<file path="config.mk">
export PLATFORM = sky130hd
export DESIGN_NAME = calendar_time_field_editor
export DESIGN_NICKNAME = d
export VERILOG_FILES = /design/src/hw/rtl/cte_pkg.sv /design/src/hw/rtl/cte_in_stage.sv /design/src/hw/rtl/cte_core.sv /design/src/hw/rtl/calendar_time_field_editor.sv
export SDC_FILE = /design/constraint.sdc
export NUM_CORES = 1
export LEC_CHECK = 0
export BUFFER_PORTS_ARGS = -buffer_cell sky130_fd_sc_hd__buf_4
export CAP_MARGIN = 20
export CORE_MARGIN = 1
export CORE_UTILIZATION = 51
export DETAILED_ROUTE_END_ITERATION = 6
export PLACE_DENSITY = 0.81
export SLEW_MARGIN = 20
export SYNTH_ARGS = -nofsm -noshare
export SYNTH_HDL_FRONTEND = slang
export SYNTH_HIERARCHICAL = 1
export SYNTH_SLANG_ARGS = --single-unit
</file>
<file path="constraint.sdc">
create_clock -name i_clk -period 4.2 [get_ports i_clk]
set_clock_uncertainty 0.15 [all_clocks]
set_input_delay 0.84 -clock i_clk [delete_from_list [all_inputs] [get_ports i_clk]]
set_output_delay 0.84 -clock i_clk [all_outputs]
set_load 0.005 [all_outputs]
</file>
<file path="src/hw/rtl/cte_pkg.sv">
package cte_pkg;

    typedef enum logic [2:0] {
        OP_LOAD = 3'd0,
        OP_NEXT = 3'd1,
        OP_INC  = 3'd2,
        OP_DEC  = 3'd3,
        OP_TICK = 3'd4
    } t_op;

    typedef struct packed {
        t_op        op;
        logic [6:0] load_year;
        logic [3:0] load_month;
        logic [4:0] load_day;
        logic [4:0] load_hour;
        logic [5:0] load_minute;
        logic [5:0] load_second;
    } t_in_item;

    typedef struct packed {
        logic [6:0] year_out;
        logic [3:0] month_out;
        logic [4:0] day_out;
        logic [4:0] hour_out;
        logic [5:0] minute_out;
        logic [5:0] second_out;
        logic [2:0] cursor_out;
        logic       blank_selected;
    } t_out_item;

    localparam logic [9:0] BLINK_PERIOD_RESET = 10'd500;

    localparam logic [2:0] CURSOR_YEAR   = 3'd0;
    localparam logic [2:0] CURSOR_MONTH  = 3'd1;
    localparam logic [2:0] CURSOR_DAY    = 3'd2;
    localparam logic [2:0] CURSOR_HOUR   = 3'd3;
    localparam logic [2:0] CURSOR_MINUTE = 3'd4;
    localparam logic [2:0] CURSOR_SECOND = 3'd5;

    localparam logic signed [8:0] YEAR_MAX   = 9'sd99;
    localparam logic signed [8:0] MONTH_MAX  = 9'sd12;
    localparam logic signed [8:0] HOUR_MAX   = 9'sd23;
    localparam logic signed [8:0] MINSEC_MAX = 9'sd59;
    localparam logic signed [8:0] ZERO_MIN   = 9'sd0;
    localparam logic signed [8:0] ONE_MIN    = 9'sd1;

endpackage

</file>
<file path="src/hw/rtl/cte_in_stage.sv">
module cte_in_stage (
    input  logic              i_clk,
    input  logic              i_rst_n,
    input  logic              i_in_valid,
    output logic              o_in_stall,
    input  cte_pkg::t_in_item i_in_item,
    input  logic              i_take,
    output logic              o_valid,
    output cte_pkg::t_in_item o_item
);
    import cte_pkg::*;

    logic     r_valid;
    t_in_item r_item;
    logic     accept;

    assign o_in_stall = r_valid && !i_take;
    assign accept     = i_in_valid && !o_in_stall;
    assign o_valid    = r_valid;
    assign o_item     = r_item;

    always_ff @(posedge i_clk) begin
        if (!i_rst_n) begin
            r_valid <= 1'b0;
        end else if (accept) begin
            r_valid <= 1'b1;
        end else if (i_take) begin
            r_valid <= 1'b0;
        end
    end

    always_ff @(posedge i_clk) begin
        if (accept) begin
            r_item <= i_in_item;
        end
    end

endmodule

</file>
<file path="src/hw/rtl/cte_core.sv">
module cte_core (
    input  logic               i_clk,
    input  logic               i_rst_n,
    input  logic               i_valid,
    input  cte_pkg::t_in_item  i_item,
    output logic               o_take,
    output logic               o_out_valid,
    input  logic               i_out_stall,
    output cte_pkg::t_out_item o_out_item,
    input  logic               i_cfg_we,
    input  logic [9:0]         i_cfg_wdata
);
    import cte_pkg::*;

    logic       r_out_valid;
    logic [6:0] r_year;
    logic [3:0] r_month;
    logic [4:0] r_day;
    logic [4:0] r_hour;
    logic [5:0] r_minute;
    logic [5:0] r_second;
    logic [2:0] r_cursor;
    logic       r_blink_phase;
    logic [9:0] r_tick_cnt;
    logic [9:0] r_blink_period;

    logic [6:0] n_year;
    logic [3:0] n_month;
    logic [4:0] n_day;
    logic [4:0] n_hour;
    logic [5:0] n_minute;
    logic [5:0] n_second;
    logic [2:0] n_cursor;
    logic       n_blink_phase;
    logic [9:0] n_tick_cnt;

    logic                step_up;
    logic                step_dn;
    logic [2:0]          sel;
    logic signed [8:0]   w_year;
    logic signed [8:0]   w_month;
    logic signed [8:0]   w_day;
    logic signed [8:0]   w_hour;
    logic signed [8:0]   w_minute;
    logic signed [8:0]   w_second;
    logic signed [8:0]   day_max;
    logic [10:0]         tick_inc;

    // field value plus the step, if this field is the selected one
    function automatic logic signed [8:0] stepped(input logic [6:0] val, input logic hit,
                                                  input logic up, input logic dn);
        logic signed [8:0] v;
        v = $signed({2'b00, val});
        if (hit && up) begin
            v = v + 9'sd1;
        end else if (hit && dn) begin
            v = v - 9'sd1;
        end
        return v;
    endfunction

    function automatic logic signed [8:0] wrap(input logic signed [8:0] v,
                                               input logic signed [8:0] lo,
                                               input logic signed [8:0] hi);
        logic signed [8:0] r;
        r = v;
        if (v > hi) begin
            r = lo;
        end else if (v < lo) begin
            r = hi;
        end
        return r;
    endfunction

    function automatic logic signed [8:0] month_len(input logic [3:0] month,
                                                    input logic [6:0] year);
        logic signed [8:0] len;
        unique case (month)
            4'd4, 4'd6, 4'd9, 4'd11: len = 9'sd30;
            4'd2:                    len = (year[1:0] == 2'b00) ? 9'sd29 : 9'sd28;
            default:                 len = 9'sd31;
        endcase
        return len;
    endfunction

    assign o_take  = i_valid && (!r_out_valid || !i_out_stall);
    assign step_up = (i_item.op == OP_INC);
    assign step_dn = (i_item.op == OP_DEC);
    assign sel     = (r_cursor > CURSOR_SECOND) ? CURSOR_YEAR : r_cursor;

    assign w_year   = wrap(stepped(r_year, sel == CURSOR_YEAR, step_up, step_dn),
                           ZERO_MIN, YEAR_MAX);
    assign w_month  = wrap(stepped({3'b000, r_month}, sel == CURSOR_MONTH, step_up, step_dn),
                           ONE_MIN, MONTH_MAX);
    assign day_max  = month_len(w_month[3:0], w_year[6:0]);
    assign w_day    = wrap(stepped({2'b00, r_day}, sel == CURSOR_DAY, step_up, step_dn),
                           ONE_MIN, day_max);
    assign w_hour   = wrap(stepped({2'b00, r_hour}, sel == CURSOR_HOUR, step_up, step_dn),
                           ZERO_MIN, HOUR_MAX);
    assign w_minute = wrap(stepped({1'b0, r_minute}, sel == CURSOR_MINUTE, step_up, step_dn),
                           ZERO_MIN, MINSEC_MAX);
    assign w_second = wrap(stepped({1'b0, r_second}, sel == CURSOR_SECOND, step_up, step_dn),
                           ZERO_MIN, MINSEC_MAX);

    assign tick_inc = {1'b0, r_tick_cnt} + 11'd1;

    always_comb begin
        n_year        = r_year;
        n_month       = r_month;
        n_day         = r_day;
        n_hour        = r_hour;
        n_minute      = r_minute;
        n_second      = r_second;
        n_cursor      = r_cursor;
        n_blink_phase = r_blink_phase;
        n_tick_cnt    = r_tick_cnt;
        unique case (i_item.op)
            OP_LOAD: begin
                n_year   = i_item.load_year;
                n_month  = i_item.load_month;
                n_day    = i_item.load_day;
                n_hour   = i_item.load_hour;
                n_minute = i_item.load_minute;
                n_second = i_item.load_second;
            end
            OP_NEXT: begin
                n_cursor = (r_cursor >= CURSOR_SECOND) ? CURSOR_YEAR : r_cursor + 3'd1;
            end
            OP_INC, OP_DEC: begin
                n_year   = w_year[6:0];
                n_month  = w_month[3:0];
                n_day    = w_day[4:0];
                n_hour   = w_hour[4:0];
                n_minute = w_minute[5:0];
                n_second = w_second[5:0];
            end
            OP_TICK: begin
                if (tick_inc >= {1'b0, r_blink_period}) begin
                    n_tick_cnt    = 10'd0;
                    n_blink_phase = !r_blink_phase;
                end else begin
                    n_tick_cnt = tick_inc[9:0];
                end
            end
            default: begin
            end
        endcase
    end

    always_ff @(posedge i_clk) begin
        if (!i_rst_n) begin
            r_out_valid    <= 1'b0;
            r_year         <= 7'd0;
            r_month        <= 4'd1;
            r_day          <= 5'd1;
            r_hour         <= 5'd0;
            r_minute       <= 6'd0;
            r_second       <= 6'd0;
            r_cursor       <= CURSOR_YEAR;
            r_blink_phase  <= 1'b0;
            r_tick_cnt     <= 10'd0;
            r_blink_period <= BLINK_PERIOD_RESET;
        end else begin
            if (i_cfg_we) begin
                r_blink_period <= i_cfg_wdata;
            end
            if (o_take) begin
                r_out_valid   <= 1'b1;
                r_year        <= n_year;
                r_month       <= n_month;
                r_day         <= n_day;
                r_hour        <= n_hour;
                r_minute      <= n_minute;
                r_second      <= n_second;
                r_cursor      <= n_cursor;
                r_blink_phase <= n_blink_phase;
                r_tick_cnt    <= n_tick_cnt;
            end else if (!i_out_stall) begin
                r_out_valid <= 1'b0;
            end
        end
    end

    // state registers double as the result register
    assign o_out_valid               = r_out_valid;
    assign o_out_item.year_out       = r_year;
    assign o_out_item.month_out      = r_month;
    assign o_out_item.day_out        = r_day;
    assign o_out_item.hour_out       = r_hour;
    assign o_out_item.minute_out     = r_minute;
    assign o_out_item.second_out     = r_second;
    assign o_out_item.cursor_out     = r_cursor;
    assign o_out_item.blank_selected = r_blink_phase;

    a_cursor_range: assert property (@(posedge i_clk) disable iff (!i_rst_n)
        r_cursor <= CURSOR_SECOND)
        else $error("cursor out of range");

    a_step_in_range: assert property (@(posedge i_clk) disable iff (!i_rst_n)
        (o_take && (i_item.op == OP_INC || i_item.op == OP_DEC)) |=>
        (r_month >= 4'd1 && r_month <= 4'd12 && r_day >= 5'd1 && r_year <= 7'd99
         && r_hour <= 5'd23 && r_minute <= 6'd59 && r_second <= 6'd59))
        else $error("step left a field out of range");

    a_tick_below_period: assert property (@(posedge i_clk) disable iff (!i_rst_n)
        (o_take && i_item.op == OP_TICK && !i_cfg_we) |=>
        (r_tick_cnt == 10'd0 || r_tick_cnt < r_blink_period))
        else $error("tick count reached blink period");

    a_blink_only_on_tick: assert property (@(posedge i_clk) disable iff (!i_rst_n)
        (o_take && i_item.op != OP_TICK) |=> ($stable(r_blink_phase) && $stable(r_tick_cnt)))
        else $error("blink state changed without a tick");

    a_no_update_when_held: assert property (@(posedge i_clk) disable iff (!i_rst_n)
        (!o_take) |=> ($stable(r_cursor) && $stable(r_day) && $stable(r_month)))
        else $error("state changed with no item taken");

endmodule

</file>
<file path="src/hw/rtl/calendar_time_field_editor.sv">
// Date and time field editor. Holds year (0..99 when stepped; a load is stored
// as given), month, day, hour, minute and second, a field cursor and a blink
// phase. Every accepted item (load, next field, increment, decrement, tick, or
// an unused code that changes nothing) gives exactly one result item with the
// state after it. One item can be accepted every cycle while o_in_stall is low;
// each item passes through an input register and the state register, which is
// also the result register. o_in_stall rises only when both are full and the
// output is stalled. Reset gives year 0, month 1, day 1, time 00:00:00, cursor
// on year, blink period 500. i_cfg_we writes the blink period in tick items.
module calendar_time_field_editor (
    input  logic               i_clk,
    input  logic               i_rst_n,
    input  logic               i_in_valid,
    output logic               o_in_stall,
    input  cte_pkg::t_in_item  i_in_item,
    output logic               o_out_valid,
    input  logic               i_out_stall,
    output cte_pkg::t_out_item o_out_item,
    input  logic               i_cfg_we,
    input  logic [9:0]         i_cfg_wdata
);
    import cte_pkg::*;

    logic     stage_valid;
    t_in_item stage_item;
    logic     take;

    cte_in_stage u_in_stage (
        .i_clk      (i_clk),
        .i_rst_n    (i_rst_n),
        .i_in_valid (i_in_valid),
        .o_in_stall (o_in_stall),
        .i_in_item  (i_in_item),
        .i_take     (take),
        .o_valid    (stage_valid),
        .o_item     (stage_item)
    );

    cte_core u_core (
        .i_clk       (i_clk),
        .i_rst_n     (i_rst_n),
        .i_valid     (stage_valid),
        .i_item      (stage_item),
        .o_take      (take),
        .o_out_valid (o_out_valid),
        .i_out_stall (i_out_stall),
        .o_out_item  (o_out_item),
        .i_cfg_we    (i_cfg_we),
        .i_cfg_wdata (i_cfg_wdata)
    );

endmodule

</file>
; ---- After elaboration in Yosys (flattened, before gate mapping)
; Index checks and enable logic that the tools add are counted.
; Widths: inputs -> output; s select.
[op_classes]
addsub = 14
eq_ne = 15
mux = 39
n_lt_le_gt_ge = 15
n_reduce_logical = 32
[op_table]
columns = operator, count
row1 = $mux 9, 12
row2 = $lt 9x1->1 const B, 4
row3 = $mux 6, 4
row4 = $pmux 6 s2, 2
row5 = $mux 5, 4
row6 = $pmux 5 s2, 2
row7 = $gt 9x7->1 const B, 2
row8 = $lt 9x2->1 const B, 2
row9 = $logic_and 1x1->1, 15
row10 = $add 6x1->7 const B, 2
row11 = $mux 7, 2
row12 = $pmux 7 s2, 1
row13 = $sub 6x1->7 const B, 2
row14 = $add 5x1->6 const B, 2
row15 = $eq 3x2->1 const B, 4
row16 = $sub 5x1->6 const B, 2
row17 = $add 10x1->11 const B, 1
row18 = $ge 11x10->1, 1
row19 = $mux 10, 1
row20 = $eq 3x3->1 const B, 3
row21 = $gt 9x5->1 const B, 1
row22 = $gt 9x6->1, 1
row23 = $gt 9x6->1 const B, 1
row24 = $gt 9x8->1 const B, 1
row25 = 26 further kinds, 43
[word_totals]
elab_cells = 134
inputBits = 51
reg_bits = 95
out_inout_bits = 39

; ---- Longest topological paths before layout
[logic_depth]
depth_word = 15
ltp_mapped = 20

; ---- Modules after synthesis
; Netlist, hierarchy kept.
[modules_own_cells]
columns = mod, cells_each, seq_area_each_um2, area_each_um2, instances
row1 = cte_core, 721, 1161.1, 5370.2, 1
row2 = cte_in_stage, 40, 1101.1, 1128.6, 1

; ---- Least setup slack after synthesis
; Ideal clock, no wire load.
[synth_path]
kind = reg-to-reg
start = register u_core.r_month[0]
end = register u_core.r_day[1]
n_path_buf = 1
path_stages_with_launch = 19
t_arrival_ps = 3253
setup_slack_ps = 674
cell_sequence = dfxtp_1 > clkbuf_1 > inv_1 > ha_1 > xor2_1 > nand4_1 > a21oi_1 > o22a_1 > o311a_2 > nand4_1 > nand3_1 > inv_1 > ha_1 > a21oi_1 > o2111a_1 > a211oi_2 > o21a_1 > a221oi_1 > nor2_1
[synth_via]
elab_chain_cells = 12
[synth_rtl]
columns = item, line_no
row1 = "start, declared", cte_core.sv:17  ; logic [3:0] r_month;
row2 = "start signal, assigned", cte_core.sv:170  ; r_month <= n_month;
row3 = $sub 4x1->5, cte_core.sv:57  ; v = v - 9'sd1;
row4 = $mux 9, cte_core.sv:56  ; end else if (hit && dn) begin
row5 = $mux 9 *, cte_core.sv:54  ; if (hit && up) begin
row6 = $lt 9x2->1, cte_core.sv:69  ; end else if (v < lo) begin
row7 = $mux 4, cte_core.sv:69
row8 = $mux 4 *, cte_core.sv:67  ; if (v > hi) begin
row9 = $eq 4x3->1 / $eq 4x4->1 (equally long branches), cte_core.sv:78  ; unique case (month)
row10 = $reduce_or 4->1, cte_core.sv:78
row11 = $pmux 2 s2 *, cte_core.sv:78
row12 = $gt 9x6->1 / $mux 5 (equally long branches), "cte_core.sv:67, cte_core.sv:69"
row13 = $mux 5 *, cte_core.sv:67
row14 = $pmux 5 s2 *, cte_core.sv:117  ; unique case (i_item.op)
row15 = "end signal, assigned", cte_core.sv:171  ; r_day <= n_day;
row16 = "end, declared", cte_core.sv:18  ; logic [4:0] r_day;
; Every way passes the cells marked *; elsewhere a longest branch is shown, timed or not.
; A chain may end at the register's enable or synchronous reset.

; ---- Worst setup path in the final report
[layout_path]
start = register u_core.r_month[0]
end = register u_core.r_day[0]
; Same word-level chain as after synthesis.

==> run summary <==
Die area = 13200 um2
Clock tree buffer depth = 2
Crit path arrival time = 4070 ps
Initial antenna violation count = 0
Mapped Avg Cell Area = 8.540 um2
Crit Path Class = flop to flop
# clock sinks = 95
Post-detail-place hpwl = 11.06 mm
Final period util = 94.96%
CTS tree = yes
Worst setup SP type = flop
EDFF count, synth = 36
Remaining Overflow, GRT = 0
Mapped Cells = 761
Status = complete, no violations
Post-route DRC = 0
Slew Limit Headroom = 27.72%
M1 GR Usage = 32.22%
HP Start = u_in_stage/o_item[8]
Non-filler cells, final = 992
First-pass GRT wire length = 25.77 mm
CP endpoint kind = flop
Post-CTS Resized = 0
Synth Area in XOR/XNOR = 3.908%
Vias in the first global route = 5450
Max cap viols = 0
Core Box Area = 12210 um2
Synth Area in Adders = 5.352%
TritonRoute pass-1 iters = 5
Synth Area in Compound Gates = 23.33%
Final Util = 61.47%
Top cell type's share of synthesized area = 18.17%
RSZ-0062 raised after global routing = no
Diode count = 0
Top post-synthesis cells by area = dfxtp_1, edfxtp_1, ha_1, o21ai_0, a21oi_1
Clock slew at reported path FFs = 70 ps
Synth area leader = dfxtp_1
F_max = 250.7 MHz
Slew Viols, Final = 0
Met2 Use GR = 39.60%
Postcts setup bufs = 0
CTS Buf Count = 9
Lkg Pwr = 2.958 nW
PD cells = 292.1 nW/um2
Yosys warns = 6
FP Rows = 40
Worst-path maximum fanout = 10
Post-synthesis sequential area ratio = 34.81%
Post-Route WL = 15.78 mm
RR Startpoint = u_core/r_month[0]
Grt met3 use = 4.744%
Final Net Count = 897
Tot GR Track Use = 24.46%
Hold buffer count at cts = 0
Mapped Nets = 839
H-tree Lvls = 3
Die extent in x = 114.9 um
Port buffer count = 89
Largest net degree at the start of global routing = 41
Root Buffer = clkbuf_16
DR vias = 5997
Busiest grt layer = met2
Maximum VDD drop = 0.0002235 V
Synth Area in Simple Gates = 23.26%
Initial core utilization = 53.22%
Netlist Area Pre-Place = 6499 um2
Final min period = 3988 ps
Placed Cells = 976
Commonest non-fill, non-tap cell in the layout = buf_4
Via/cell ratio = 6.045
Worst-Skew Late Latency = 350 ps
Synthesis-stage register bit count = 95
Worst Setup SP = u_core/r_month[0]
Hold WS = 340.9 ps
Post-synthesis cell type count = 90
Gpl congestion = 0.9580
Wire per inst = 15.91 um
Synth Flop Type = dfxtp_1
I/O pin cnt = 90
Largest family of logic cells by synthesized area = compound AO/OA/AOI/OAI gates
Layout area overhead = 15.50%
Data required time at the worst endpoint = 4280 ps
Most frequent cells in the layout = buf_4, nand2_1, dfxtp_1
Hold/Removal Path Class = flop to flop
Final Hold Vio Count = 0
Share of layout cells above drive strength 1 = 17.96%
Worst slew pin tran = 1084 ps
Die Ht = 114.9 um
Finish-stage setup viols = 0
Post-synthesis mux area share = 2.657%
Post-route ant nets = 0
Post-route setup TNS = 0 ps
DR iter-0 viols = 532
Ys async rst share = 0%
==> layout make-up <==
cell class                 instances  area [um2]
inverter                          39       146.4
multi-input combinational        571        3825
clock inverter                     3       26.28
fill                            1107        4706
timing repair buffer             103       785.8
clock buffer                      13       250.2
sequential                        95        2262
tap                              168       210.2
==> registers in the layout, indices dropped and copies added, names as in the netlist, 5 cells and up <==
register	count
u_in_stage/o_item	36
u_core/r_blink_period	10
u_core/r_tick_cnt	10
u_core/r_year	7
u_core/r_minute	6
u_core/r_second	6
u_core/r_day	5
u_core/r_hour	5
==> worst max-delay path, cell delays in order (launching register included) <==
cell and delay (ps):
dfxtp_1 520, inv_1 160, ha_1 360, xor2_1 310
nand4_1 140, a21oi_1 180, o22a_1 250, o311a_2 200
nand4_1 90, nand3_1 140, inv_1 60, ha_1 270
a21oi_1 80, o2111a_1 150, a211oi_2 370, o211ai_1 170
a21oi_1 170, o21ai_1 80
==> path summary, 6_finish.rpt <==
kind	to	slack, ps	cells past startpoint
hold reg to reg	u_core/r_minute[2]	340	2
setup / recovery	u_core/r_day[0]	210	17
hold / removal	u_core/r_minute[2]	340	2
setup reg to reg	u_core/r_day[0]	210	17
==> power breakdown <==
part	internal (mW)	leakage (nW)	switching [mW]	total, mW
clock	0.424	0.135	0.350	0.774
sequential	1.01	0.827	0.0524	1.06
combinational	0.163	2.00	0.197	0.360
==> routing by layer <==
metal / vias to the layer above / wire, um
met5: - / 0
met4: 0 / 347
met3: 31 / 971
met2: 207 / 7321
met1: 2818 / 7140
li1: 2941 / -
==> per-stage QoR <==
stage	setup WS, ps	instance area, um2	power (mW)
5_1_grt	11.83	7506	2.292
3_5_place_dp	355.2	7229	1.432
3_3_place_gp	503.4	7229	1.426
2_1_floorplan	673.7	6499	1.308
6_report	211.8	7506	2.193
4_1_cts	320.9	7506	2.205
==> synthesized netlist by cell type (all sizes together), types with 6 or more instances <==
library cell	n
a211oi	6
a21boi	6
a21oi	51
a221oi	10
and2	12
and3	9
buf	22
clkbuf	34
dfxtp	59
edfxtp	36
ha	27
inv	39
mux2i	15
nand2	68
nand3	27
nand3b	9
nand4	13
nor2	56
nor2b	11
nor3	14
nor4	10
o211ai	13
o21a	6
o21ai	58
o22ai	11
or3	6
xnor2	14
xor2	15
==> cells by family (layout without fill, tap and decap cells) <==
logic type,Yosys count,in the layout
mux,17,17
buf+inv,95,158
xor+xnor,29,29
compound gates,220,220
flops,95,95
simple gates,277,277
fa+ha+maj,28,28
Note: power is estimated with default switching activity, not from simulation.
